**src/rtl/core/slcd_pkg.sv**
```systemverilog
// Shared types, constants and CRC-8 functions of the sync/length/CRC-8 deframer.
`default_nettype none
package slcd_pkg;

    localparam int NPROF = 4;

    // Frame layout constants.
    localparam logic [7:0]  SYNC_FIRST  = 8'hA5;
    localparam logic [7:0]  SYNC_SECOND = 8'h5A;
    localparam logic [15:0] MIN_LENGTH  = 16'd2;
    localparam logic [15:0] MAX_LENGTH  = 16'd16384;
    localparam int          IDX_W       = 14;
    localparam int          LEN_W       = 15;

    // CRC mode register codes.
    localparam logic [2:0] MODE_NONE  = 3'd0;
    localparam logic [2:0] MODE_CRC8  = 3'd1;
    localparam logic [2:0] MODE_ITU   = 3'd2;
    localparam logic [2:0] MODE_MAXIM = 3'd3;
    localparam logic [2:0] MODE_ROHC  = 3'd4;
    localparam logic [2:0] MODE_AUTO  = 3'd5;

    // Active profile code reported while auto mode has not locked yet.
    localparam logic [2:0] PROF_UNLOCKED = 3'd5;

    // Profile table, in lock priority order: plain crc8, ITU variant, maxim, rohc.
    localparam logic [7:0] PROF_POLY [NPROF] = '{8'h07, 8'h07, 8'h31, 8'h07};
    localparam logic [7:0] PROF_INIT [NPROF] = '{8'h00, 8'h00, 8'h00, 8'hFF};
    localparam logic [7:0] PROF_XOUT [NPROF] = '{8'h00, 8'h55, 8'h00, 8'h00};
    localparam logic       PROF_REFL [NPROF] = '{1'b0, 1'b0, 1'b1, 1'b1};

    // Register address decode: one 32-bit register at byte address 0.
    localparam int  ADDR_W   = 3;
    localparam logic REG_CRC_MODE = 1'b0;

    typedef enum logic [1:0] {
        KIND_DATA     = 2'd0,
        KIND_GOOD     = 2'd1,
        KIND_CRC_FAIL = 2'd2,
        KIND_BAD_LEN  = 2'd3
    } t_kind;

    typedef enum logic [2:0] {
        PH_HUNT0 = 3'd0,
        PH_HUNT1 = 3'd1,
        PH_LEN0  = 3'd2,
        PH_LEN1  = 3'd3,
        PH_ID    = 3'd4,
        PH_DATA  = 3'd5,
        PH_CRC   = 3'd6
    } t_phase;

    typedef struct packed {
        logic       wr;
        logic [2:0] mode;
    } t_cfg;

    typedef struct packed {
        logic restart;
        logic feed;
    } t_crc_ctl;

    typedef struct packed {
        t_kind             kind;
        logic [7:0]        payload_byte;
        logic [7:0]        message_id;
        logic [IDX_W-1:0]  byte_index;
        logic [2:0]        active_profile;
        logic [31:0]       good_frames;
        logic [31:0]       crc_failures;
        logic [31:0]       length_errors;
        logic [31:0]       dropped_bytes;
    } t_result;

    function automatic logic [7:0] bit_rev8(input logic [7:0] v);
        logic [7:0] r;
        for (int i = 0; i < 8; i++) begin
            r[i] = v[7-i];
        end
        return r;
    endfunction

    // One byte through the MSB-first shift register of profile p.
    function automatic logic [7:0] crc_feed(input logic [7:0] crc, input logic [7:0] b,
                                            input logic [1:0] p);
        logic [7:0] c;
        c = crc ^ (PROF_REFL[p] ? bit_rev8(b) : b);
        for (int i = 0; i < 8; i++) begin
            if (c[7]) begin
                c = {c[6:0], 1'b0} ^ PROF_POLY[p];
            end else begin
                c = {c[6:0], 1'b0};
            end
        end
        return c;
    endfunction

    function automatic logic [7:0] crc_final(input logic [7:0] crc, input logic [1:0] p);
        return (PROF_REFL[p] ? bit_rev8(crc) : crc) ^ PROF_XOUT[p];
    endfunction

endpackage
`default_nettype wire

```
**src/rtl/core/sync_length_crc8_deframer.sv**
```systemverilog
// Top level of the sync/length/CRC-8 deframer: register port, parser, CRC lanes, result register.
//
//  Channel   Direction  Handshake                 Beat contents
//  input     in         i_in_valid / o_in_ready   i_data_byte
//  output    out        o_out_valid / i_out_ready kind, payload, id, index, profile, counters
//  config    in         APB psel/penable/pwrite   crc_mode at byte address 0
//
//  Each input beat is handled in the cycle it is accepted; its result, if any, appears in
//  the result register on the next cycle. One beat per cycle is sustained while the output is not stalled.
//  The CRC lanes and frame state update in that same cycle, so the rate is set by the
//  single-byte CRC-8 update and the phase logic.
//  Reset is synchronous: the parser returns to sync hunt and crc_mode to auto.
//  An input beat is taken whenever the result register is empty or is being emptied.
`default_nettype none
module sync_length_crc8_deframer (
    input  wire logic                         i_clk,
    input  wire logic                         i_rst_n,
    // APB register port
    input  wire logic                         psel,
    input  wire logic                         penable,
    input  wire logic                         pwrite,
    input  wire logic [slcd_pkg::ADDR_W-1:0]  paddr,
    input  wire logic [31:0]                  pwdata,
    output logic [31:0]                       prdata,
    output logic                              pready,
    // Input channel
    input  wire logic                         i_in_valid,
    output logic                              o_in_ready,
    input  wire logic [7:0]                   i_data_byte,
    // Output channel
    output logic                              o_out_valid,
    input  wire logic                         i_out_ready,
    output logic [1:0]                        o_kind,
    output logic [7:0]                        o_payload_byte,
    output logic [7:0]                        o_message_id,
    output logic [slcd_pkg::IDX_W-1:0]        o_byte_index,
    output logic [2:0]                        o_active_profile,
    output logic [31:0]                       o_good_frames,
    output logic [31:0]                       o_crc_failures,
    output logic [31:0]                       o_length_errors,
    output logic [31:0]                       o_dropped_bytes
);

    logic [2:0]          r_crc_mode;
    logic                r_out_valid, n_out_valid;
    slcd_pkg::t_result   r_res;
    slcd_pkg::t_cfg      cfg;
    slcd_pkg::t_crc_ctl  crc_ctl;
    slcd_pkg::t_result   res;
    logic                res_valid;
    logic                in_accept;
    logic                mode_wr;
    logic [7:0]          crc_final [slcd_pkg::NPROF];

    assign pready  = 1'b1;
    assign mode_wr = psel && penable && pwrite && (paddr[2] == slcd_pkg::REG_CRC_MODE);
    assign prdata  = (paddr[2] == slcd_pkg::REG_CRC_MODE) ? {29'd0, r_crc_mode} : 32'd0;

    assign cfg.wr   = mode_wr;
    assign cfg.mode = r_crc_mode;

    assign o_in_ready = !r_out_valid || i_out_ready;
    assign in_accept  = i_in_valid && o_in_ready;

    always_ff @(posedge i_clk) begin
        if (!i_rst_n) begin
            r_crc_mode <= slcd_pkg::MODE_AUTO;
        end else if (mode_wr) begin
            r_crc_mode <= pwdata[2:0];
        end
    end

    slcd_crc_bank u_crc_bank (
        .i_clk   (i_clk),
        .i_rst_n (i_rst_n),
        .i_ctl   (crc_ctl),
        .i_byte  (i_data_byte),
        .o_final (crc_final)
    );

    slcd_parser u_parser (
        .i_clk       (i_clk),
        .i_rst_n     (i_rst_n),
        .i_cfg       (cfg),
        .i_accept    (in_accept),
        .i_byte      (i_data_byte),
        .i_crc_final (crc_final),
        .o_crc_ctl   (crc_ctl),
        .o_res_valid (res_valid),
        .o_res       (res)
    );

    always_comb begin
        n_out_valid = r_out_valid;
        if (in_accept) begin
            n_out_valid = res_valid;
        end else if (i_out_ready) begin
            n_out_valid = 1'b0;
        end
    end

    always_ff @(posedge i_clk) begin
        if (!i_rst_n) begin
            r_out_valid <= 1'b0;
        end else begin
            r_out_valid <= n_out_valid;
        end
    end

    always_ff @(posedge i_clk) begin
        if (in_accept && res_valid) begin
            r_res <= res;
        end
    end

    assign o_out_valid      = r_out_valid;
    assign o_kind           = r_res.kind;
    assign o_payload_byte   = r_res.payload_byte;
    assign o_message_id     = r_res.message_id;
    assign o_byte_index     = r_res.byte_index;
    assign o_active_profile = r_res.active_profile;
    assign o_good_frames    = r_res.good_frames;
    assign o_crc_failures   = r_res.crc_failures;
    assign o_length_errors  = r_res.length_errors;
    assign o_dropped_bytes  = r_res.dropped_bytes;

    // Only data beats carry a payload byte.
    a_payload_zero: assert property (@(posedge i_clk) disable iff (!i_rst_n)
        o_out_valid && (o_kind != slcd_pkg::KIND_DATA) |-> o_payload_byte == 8'd0)
        else $error("payload byte set on a non-data result");

    // A rejected header reports no id and no index.
    a_bad_len_fields: assert property (@(posedge i_clk) disable iff (!i_rst_n)
        o_out_valid && (o_kind == slcd_pkg::KIND_BAD_LEN)
        |-> (o_message_id == 8'd0) && (o_byte_index == '0))
        else $error("bad length result carries id or index");

    // A held result must block the input side.
    a_stall_blocks_input: assert property (@(posedge i_clk) disable iff (!i_rst_n)
        o_out_valid && !i_out_ready |-> !o_in_ready)
        else $error("input taken while result register is full");

    a_profile_range: assert property (@(posedge i_clk) disable iff (!i_rst_n)
        o_out_valid |-> (o_active_profile != 3'd6) && (o_active_profile != 3'd7))
        else $error("active profile out of range");

    // A good frame bumps the good-frame count by one against the parser's count before that frame.
    a_good_step: assert property (@(posedge i_clk) disable iff (!i_rst_n)
        in_accept && res_valid && (res.kind == slcd_pkg::KIND_GOOD)
        |=> o_good_frames == $past(u_parser.r_good) + 32'd1)
        else $error("good frame count did not advance");

endmodule
`default_nettype wire

```
**src/rtl/core/slcd_crc_bank.sv**
```systemverilog
// Four CRC-8 lanes updated in parallel, one byte per cycle while fed, with their final values.
`default_nettype none
module slcd_crc_bank (
    input  wire logic                 i_clk,
    input  wire logic                 i_rst_n,
    input  wire slcd_pkg::t_crc_ctl   i_ctl,
    input  wire logic [7:0]           i_byte,
    output logic [7:0]                o_final [slcd_pkg::NPROF]
);

    logic [7:0] r_crc [slcd_pkg::NPROF];
    logic [7:0] n_crc [slcd_pkg::NPROF];

    for (genvar p = 0; p < slcd_pkg::NPROF; p++) begin : g_lane
        always_comb begin
            if (i_ctl.restart) begin
                n_crc[p] = slcd_pkg::PROF_INIT[p];
            end else if (i_ctl.feed) begin
                n_crc[p] = slcd_pkg::crc_feed(r_crc[p], i_byte, 2'(p));
            end else begin
                n_crc[p] = r_crc[p];
            end
        end

        always_ff @(posedge i_clk) begin
            if (!i_rst_n) begin
                r_crc[p] <= slcd_pkg::PROF_INIT[p];
            end else begin
                r_crc[p] <= n_crc[p];
            end
        end

        assign o_final[p] = slcd_pkg::crc_final(r_crc[p], 2'(p));
    end

endmodule
`default_nettype wire

```
**src/rtl/core/slcd_parser.sv**
```systemverilog
// Frame parser: sync hunt, length check, id and data, CRC check, lock and counters.
`default_nettype none
module slcd_parser (
    input  wire logic                 i_clk,
    input  wire logic                 i_rst_n,
    input  wire slcd_pkg::t_cfg       i_cfg,
    input  wire logic                 i_accept,
    input  wire logic [7:0]           i_byte,
    input  wire logic [7:0]           i_crc_final [slcd_pkg::NPROF],
    output slcd_pkg::t_crc_ctl        o_crc_ctl,
    output logic                      o_res_valid,
    output slcd_pkg::t_result         o_res
);

    slcd_pkg::t_phase r_phase, n_phase;
    logic [7:0]                  r_len_lo, n_len_lo;
    logic [slcd_pkg::LEN_W-1:0]  r_frame_len, n_frame_len;
    logic [slcd_pkg::IDX_W-1:0]  r_data_count, n_data_count;
    logic [7:0]                  r_msg_id, n_msg_id;
    logic                        r_lock_valid, n_lock_valid;
    logic [1:0]                  r_lock_idx, n_lock_idx;
    logic [31:0]                 r_good, n_good;
    logic [31:0]                 r_crc_fail, n_crc_fail;
    logic [31:0]                 r_len_err, n_len_err;
    logic [31:0]                 r_dropped, n_dropped;

    logic [15:0]                 full_len;
    logic                        len_bad;
    logic [slcd_pkg::LEN_W-1:0]  count_plus;
    logic                        data_last;
    logic [2:0]                  mode_m1;
    logic                        crc_ok;
    logic                        any_match;
    logic [1:0]                  match_idx;

    assign full_len   = {i_byte, r_len_lo};
    assign len_bad    = (full_len < slcd_pkg::MIN_LENGTH) || (full_len > slcd_pkg::MAX_LENGTH);
    assign count_plus = slcd_pkg::LEN_W'(r_data_count) + slcd_pkg::LEN_W'(3);
    assign data_last  = count_plus >= r_frame_len;
    assign mode_m1    = i_cfg.mode - 3'd1;

    // Next phase.
    always_comb begin
        n_phase = r_phase;
        if (i_accept) begin
            case (r_phase)
                slcd_pkg::PH_HUNT0: begin
                    if (i_byte == slcd_pkg::SYNC_FIRST) n_phase = slcd_pkg::PH_HUNT1;
                end
                slcd_pkg::PH_HUNT1: begin
                    if (i_byte == slcd_pkg::SYNC_SECOND) begin
                        n_phase = slcd_pkg::PH_LEN0;
                    end else if (i_byte != slcd_pkg::SYNC_FIRST) begin
                        n_phase = slcd_pkg::PH_HUNT0;
                    end
                end
                slcd_pkg::PH_LEN0: n_phase = slcd_pkg::PH_LEN1;
                slcd_pkg::PH_LEN1: begin
                    n_phase = len_bad ? slcd_pkg::PH_HUNT0 : slcd_pkg::PH_ID;
                end
                slcd_pkg::PH_ID: begin
                    n_phase = (r_frame_len == slcd_pkg::LEN_W'(slcd_pkg::MIN_LENGTH))
                            ? slcd_pkg::PH_CRC : slcd_pkg::PH_DATA;
                end
                slcd_pkg::PH_DATA: begin
                    if (data_last) n_phase = slcd_pkg::PH_CRC;
                end
                default: n_phase = slcd_pkg::PH_HUNT0;
            endcase
        end
    end

    // First matching profile in table order, for the auto-mode lock.
    always_comb begin
        any_match = 1'b0;
        match_idx = 2'd0;
        for (int p = slcd_pkg::NPROF - 1; p >= 0; p--) begin
            if (i_crc_final[p] == i_byte) begin
                any_match = 1'b1;
                match_idx = 2'(p);
            end
        end
    end

    // Datapath, counters and result.
    always_comb begin
        n_len_lo     = r_len_lo;
        n_frame_len  = r_frame_len;
        n_data_count = r_data_count;
        n_msg_id     = r_msg_id;
        n_lock_valid = r_lock_valid;
        n_lock_idx   = r_lock_idx;
        n_good       = r_good;
        n_crc_fail   = r_crc_fail;
        n_len_err    = r_len_err;
        n_dropped    = r_dropped;
        o_crc_ctl    = '0;
        o_res_valid  = 1'b0;
        crc_ok       = 1'b0;

        o_res.kind         = slcd_pkg::KIND_DATA;
        o_res.payload_byte = 8'd0;
        o_res.message_id   = r_msg_id;
        o_res.byte_index   = r_data_count;

        if (i_cfg.mode == slcd_pkg::MODE_NONE) begin
            crc_ok = 1'b1;
        end else if (i_cfg.mode inside {[slcd_pkg::MODE_CRC8:slcd_pkg::MODE_ROHC]}) begin
            crc_ok = i_crc_final[mode_m1[1:0]] == i_byte;
        end else if (i_cfg.mode == slcd_pkg::MODE_AUTO) begin
            crc_ok = r_lock_valid ? (i_crc_final[r_lock_idx] == i_byte) : any_match;
        end

        if (i_accept) begin
            case (r_phase)
                slcd_pkg::PH_HUNT0: begin
                    if (i_byte != slcd_pkg::SYNC_FIRST) n_dropped = r_dropped + 32'd1;
                end
                slcd_pkg::PH_HUNT1: begin
                    if (i_byte == slcd_pkg::SYNC_FIRST) begin
                        n_dropped = r_dropped + 32'd1;
                    end else if (i_byte != slcd_pkg::SYNC_SECOND) begin
                        n_dropped = r_dropped + 32'd2;
                    end
                end
                slcd_pkg::PH_LEN0: n_len_lo = i_byte;
                slcd_pkg::PH_LEN1: begin
                    if (len_bad) begin
                        n_len_err          = r_len_err + 32'd1;
                        o_res_valid        = 1'b1;
                        o_res.kind         = slcd_pkg::KIND_BAD_LEN;
                        o_res.message_id   = 8'd0;
                        o_res.byte_index   = '0;
                    end else begin
                        n_frame_len       = full_len[slcd_pkg::LEN_W-1:0];
                        n_data_count      = '0;
                        o_crc_ctl.restart = 1'b1;
                    end
                end
                slcd_pkg::PH_ID: begin
                    n_msg_id       = i_byte;
                    o_crc_ctl.feed = 1'b1;
                end
                slcd_pkg::PH_DATA: begin
                    o_crc_ctl.feed     = 1'b1;
                    n_data_count       = r_data_count + slcd_pkg::IDX_W'(1);
                    o_res_valid        = 1'b1;
                    o_res.payload_byte = i_byte;
                end
                slcd_pkg::PH_CRC: begin
                    o_res_valid = 1'b1;
                    if (crc_ok) begin
                        n_good     = r_good + 32'd1;
                        o_res.kind = slcd_pkg::KIND_GOOD;
                        if (i_cfg.mode == slcd_pkg::MODE_AUTO && !r_lock_valid) begin
                            n_lock_valid = 1'b1;
                            n_lock_idx   = match_idx;
                        end
                    end else begin
                        n_crc_fail = r_crc_fail + 32'd1;
                        o_res.kind = slcd_pkg::KIND_CRC_FAIL;
                    end
                end
                default: ;
            endcase
        end

        if (i_cfg.wr) n_lock_valid = 1'b0;

        // The report carries the profile and counters as they stand after this byte.
        if (i_cfg.mode inside {[slcd_pkg::MODE_CRC8:slcd_pkg::MODE_ROHC]}) begin
            o_res.active_profile = i_cfg.mode;
        end else if (i_cfg.mode == slcd_pkg::MODE_AUTO) begin
            o_res.active_profile = n_lock_valid ? {1'b0, n_lock_idx} + 3'd1
                                                : slcd_pkg::PROF_UNLOCKED;
        end else begin
            o_res.active_profile = slcd_pkg::MODE_NONE;
        end
        o_res.good_frames   = n_good;
        o_res.crc_failures  = n_crc_fail;
        o_res.length_errors = n_len_err;
        o_res.dropped_bytes = n_dropped;
    end

    always_ff @(posedge i_clk) begin
        if (!i_rst_n) begin
            r_phase      <= slcd_pkg::PH_HUNT0;
            r_len_lo     <= '0;
            r_frame_len  <= '0;
            r_data_count <= '0;
            r_msg_id     <= '0;
            r_lock_valid <= 1'b0;
            r_lock_idx   <= '0;
            r_good       <= '0;
            r_crc_fail   <= '0;
            r_len_err    <= '0;
            r_dropped    <= '0;
        end else begin
            r_phase      <= n_phase;
            r_len_lo     <= n_len_lo;
            r_frame_len  <= n_frame_len;
            r_data_count <= n_data_count;
            r_msg_id     <= n_msg_id;
            r_lock_valid <= n_lock_valid;
            r_lock_idx   <= n_lock_idx;
            r_good       <= n_good;
            r_crc_fail   <= n_crc_fail;
            r_len_err    <= n_len_err;
            r_dropped    <= n_dropped;
        end
    end

endmodule
`default_nettype wire
```
**config.mk**
```make
export PLATFORM = sky130hd
export DESIGN_NAME = sync_length_crc8_deframer
export DESIGN_NICKNAME = d
export VERILOG_FILES = /design/src/rtl/core/slcd_pkg.sv /design/src/rtl/core/sync_length_crc8_deframer.sv /design/src/rtl/core/slcd_crc_bank.sv /design/src/rtl/core/slcd_parser.sv
export SDC_FILE = /design/constraint.sdc
export NUM_CORES = 1
export LEC_CHECK = 0
export BUFFER_PORTS_ARGS = -buffer_cell sky130_fd_sc_hd__buf_2
export CAP_MARGIN = 30
export CELL_PAD_IN_SITES_DETAIL_PLACEMENT = 0
export CELL_PAD_IN_SITES_GLOBAL_PLACEMENT = 2
export CORE_MARGIN = 4
export CORE_UTILIZATION = 40
export CTS_CLUSTER_SIZE = 25
export DETAILED_ROUTE_END_ITERATION = 10
export PLACE_DENSITY = 0.88
export REMOVE_ABC_BUFFERS = 1
export SYNTH_ARGS = -nofsm -noshare
export SYNTH_HDL_FRONTEND = slang
export SYNTH_SLANG_ARGS = --single-unit
```
**constraint.sdc**
```tcl
create_clock -name i_clk -period 15.7 [get_ports i_clk]
set_input_delay 2.355 -clock i_clk [delete_from_list [all_inputs] [get_ports i_clk]]
set_output_delay 2.355 -clock i_clk [all_outputs]
set_load 0.01 [all_outputs]
```
==> metrics.yaml <==
status: "finished, final reports clean"
clock.fmax_mhz: 168
yosys_warnings: 0
cts_root_buffer: "clkbuf_16"
antenna_found_initial: 0
synth_edf_count: 163
worst-path-buf-inv: 3
nNetsFinal: 2147
fin_skew_ps: 27.3
worst_setup_path_end_kind: "flip-flop"
numCtsBuffers: 43
hold_violations: 0
fin_area_um2: 21800
grt_max_degree: 105
grt_pass1_wl_mm: 75.5
clk_latency_ps: 580
p_per_area_nw_per_um2: 96.1
clock_path_buffers: 3
tightest_slew_ps: 995
drt-total-wl_mm: 47.7
fin_ws_ps: 9750
place.gp.congestion: 0.852
synth_top_family_by_area: "simple AND/OR/NAND/NOR gates"
fin_crit_sh: 0.379
synthFlopType: "dfxtp_1"
yosysTopAreaCell: "edfxtp_1"
num_rows: 79
worst_path_most_repeated_cell: "ha_1"
rsz0062_at_grt: "no"
min_path_type: "reg2reg"
relSlewSlack: 0.335
mostFrequentLayoutCell: "dfxtp_1"
ctsResizeCount: 0
synth_simple_gate_area_frac: 0.215
cts_tree: "yes"
drt_iter0_markers: 900
crit_path_start_kind: "primary input"
slew_viol_final: 0
synthDistinctLibCells: 79
wire_per_inst_um: 17.6
drc: 0
muxShareOfSynthArea: 0.0572
io_pins: 248
register_area_um2: 9200
leakage_nw: 8.48
dpl_cell_area_um2: 20400
cp_max_fo: 65
h-tree-depth: 2
synthXorXnorAreaFrac: 0.0988
multi_input_area_um2: 9220
clkTransAtPathRegs_ps: 60
avgSynthCellArea_um2: 9.91
hpwlAfterDp_mm: 32.2
syn-cell-area_um2: 19100
synth_compound_area_frac: 0.0825
first_global_vias: 13888
dpl_worst_slack_ps: 9130
portBuffers: 186
cp.required_ps: 16030
antenna_cells: 0
die_width_um: 227
ys_seq_area_frac: 0.481
drt_pass1_iterations: 5
areaGrowthSynthToFinish_pct: 13.8
ys_ff_latch: 378
min_period_ps: 5950
synth_fa_ha_area_frac: 0.0223
clock-sinks: 378
vias: 14355
postRouteAntennaNets: 0
worstPathCellList: "buf_2 > xor2_1 > inv_1 > ha_1 > nand3_1 > nor3b_1 > or3_1 > nor2b_1 > a311o_1 > o211a_2 > buf_4 > nor3_2 > mux2_2 > ha_1 > nand2_1 > nor2_1 > a32o_1"
fin_util: 0.464
layout_common_cells: "215 x dfxtp_1, 185 x buf_2, 175 x nand2_1, 163 x edfxtp_1, 137 x xnor2_1"
syn_inst: 1928
path_class: "in2reg"
cts_setup_buffers: 0
grt_usage: 0.182
cap_violations: 0
start_util: 0.408
nFillCells: 4454
cp_top_family: "simple AND/OR/NAND/NOR gates"
vias_per_cell: 5.31
worstPathArrival_ps: 6280
final_layout_size_suffix_gt1_frac: 0.145
peakVddDrop_v: 0.0000689
tns_ps: 0
finalSetupViolCount: 0
ys_async_sr_fraction: 0
die_h_um: 227
max_stage_delay_ps: 460
synth.area.top_cells: "edfxtp_1 26%, dfxtp_1 23%, xnor2_1 6.3%"
crit_slowest_cell: "buf_2"
synth_top_area_frac: 0.256
cts_hold_buf: 0
grt_overflow: 0
dieArea_um2: 51300
core_um2: 46900
[cell usage after synthesis, types with 4 or more instances]
master,count
buf_4,30
a21oi_1,73
or4_4,4
and3_1,46
buf_1,7
nor2b_1,28
buf_2,11
nor3_1,30
a211oi_1,15
nor4_1,9
or3_1,35
dfxtp_1,215
nand2_1,175
nor3_2,11
o31ai_1,12
o21ai_0,74
xnor2_1,137
inv_1,31
xor2_1,70
o21a_1,5
nand4_1,56
buf_6,4
nor4_2,4
a31oi_1,14
and4_1,19
or4_1,7
ha_1,34
nand2b_1,54
a22o_1,4
edfxtp_1,163
and2_1,81
mux4_2,4
mux2i_1,98
nor2_1,124
clkbuf_1,87
a22oi_1,4
a221oi_1,4
o211ai_1,5
or2_2,5
a21o_1,5
nand3_1,74
[logic make-up after synthesis]
logic type / Yosys count
AND/OR/NAND/NOR: 772
buffers and inverters: 174
XOR/XNOR: 211
other: 2
multiplexers: 104
flip-flops: 378
adder cells (fa/ha/maj): 34
AO/OA/AOI/OAI: 253
[power by group]
group          internal, mW  switching [mW]
registers              1.02         0.00515
clock network         0.550           0.406
logic                0.0370          0.0717
total                  1.61           0.483
[area by class of cell]
| type | instances | share of cell area |
|---|---|---|
| multi-input combinational | 1404 | 0.424 |
| sequential | 378 | 0.423 |
| clock buffer | 60 | 0.0567 |
| timing repair buffer | 201 | 0.0503 |
| tap | 607 | 0.0349 |
| inverter | 35 | 0.00627 |
| clock inverter | 19 | 0.00506 |
[layer usage]
metal,vias up,share of wire,GRT usage
li1,7041,-,-
met2,338,0.47,0.299
met5,-,0,0
met1,6901,0.46,0.247
met3,75,0.053,0.0378
met4,0,0.022,0.0485
[stage by stage]
stage	power, mW	std cells	hold WS [ps]
final	2.09	2704	485
after global routing	2.17	2704	503
after CTS	2.13	2702	489
after detailed placement	1.15	2623	471
after global placement	1.15	2622	465
after floorplan	1.12	1817	447
[tightest hold or removal path: cells and delay by family (launching register included)]
family	cells	cell delay (ps)
flip-flops	1	300
AO/OA/AOI/OAI	2	130
[state kept, by name, summed over array words and instances (netlist names)]
name	flops
u_parser.r_len_err	32
o_dropped_bytes	32
u_parser.r_crc_fail	32
u_parser.r_lock_idx	2
o_good_frames	32
u_parser.r_good	32
u_parser.r_dropped	32
o_payload_byte	8
u_parser.r_phase	3
o_length_errors	32
u_crc_bank.r_crc	32
o_byte_index	14
o_crc_failures	32
u_parser.r_frame_len	15
o_message_id	8
u_parser.r_data_count	14
u_parser.r_len_lo	8
u_parser.r_msg_id	8
o_active_profile	3
o_kind	2
o_out_valid	1
u_parser.r_lock_valid	1
r_crc_mode	3
[path summary, 6_finish.rpt]
| kind | start | to | slack [ps] | depth (start not counted) |
|---|---|---|---|---|
| setup reg to reg | r_crc_mode[0] | o_active_profile[1] | 10480 | 15 |
| hold reg to reg | u_parser.r_crc_fail[31] | u_parser.r_crc_fail[31] | 490 | 2 |
| setup / recovery | i_data_byte[6] | o_active_profile[1] | 9750 | 17 |
| hold / removal | u_parser.r_crc_fail[31] | u_parser.r_crc_fail[31] | 490 | 2 |
Note: power is estimated with default switching activity, not from simulation.
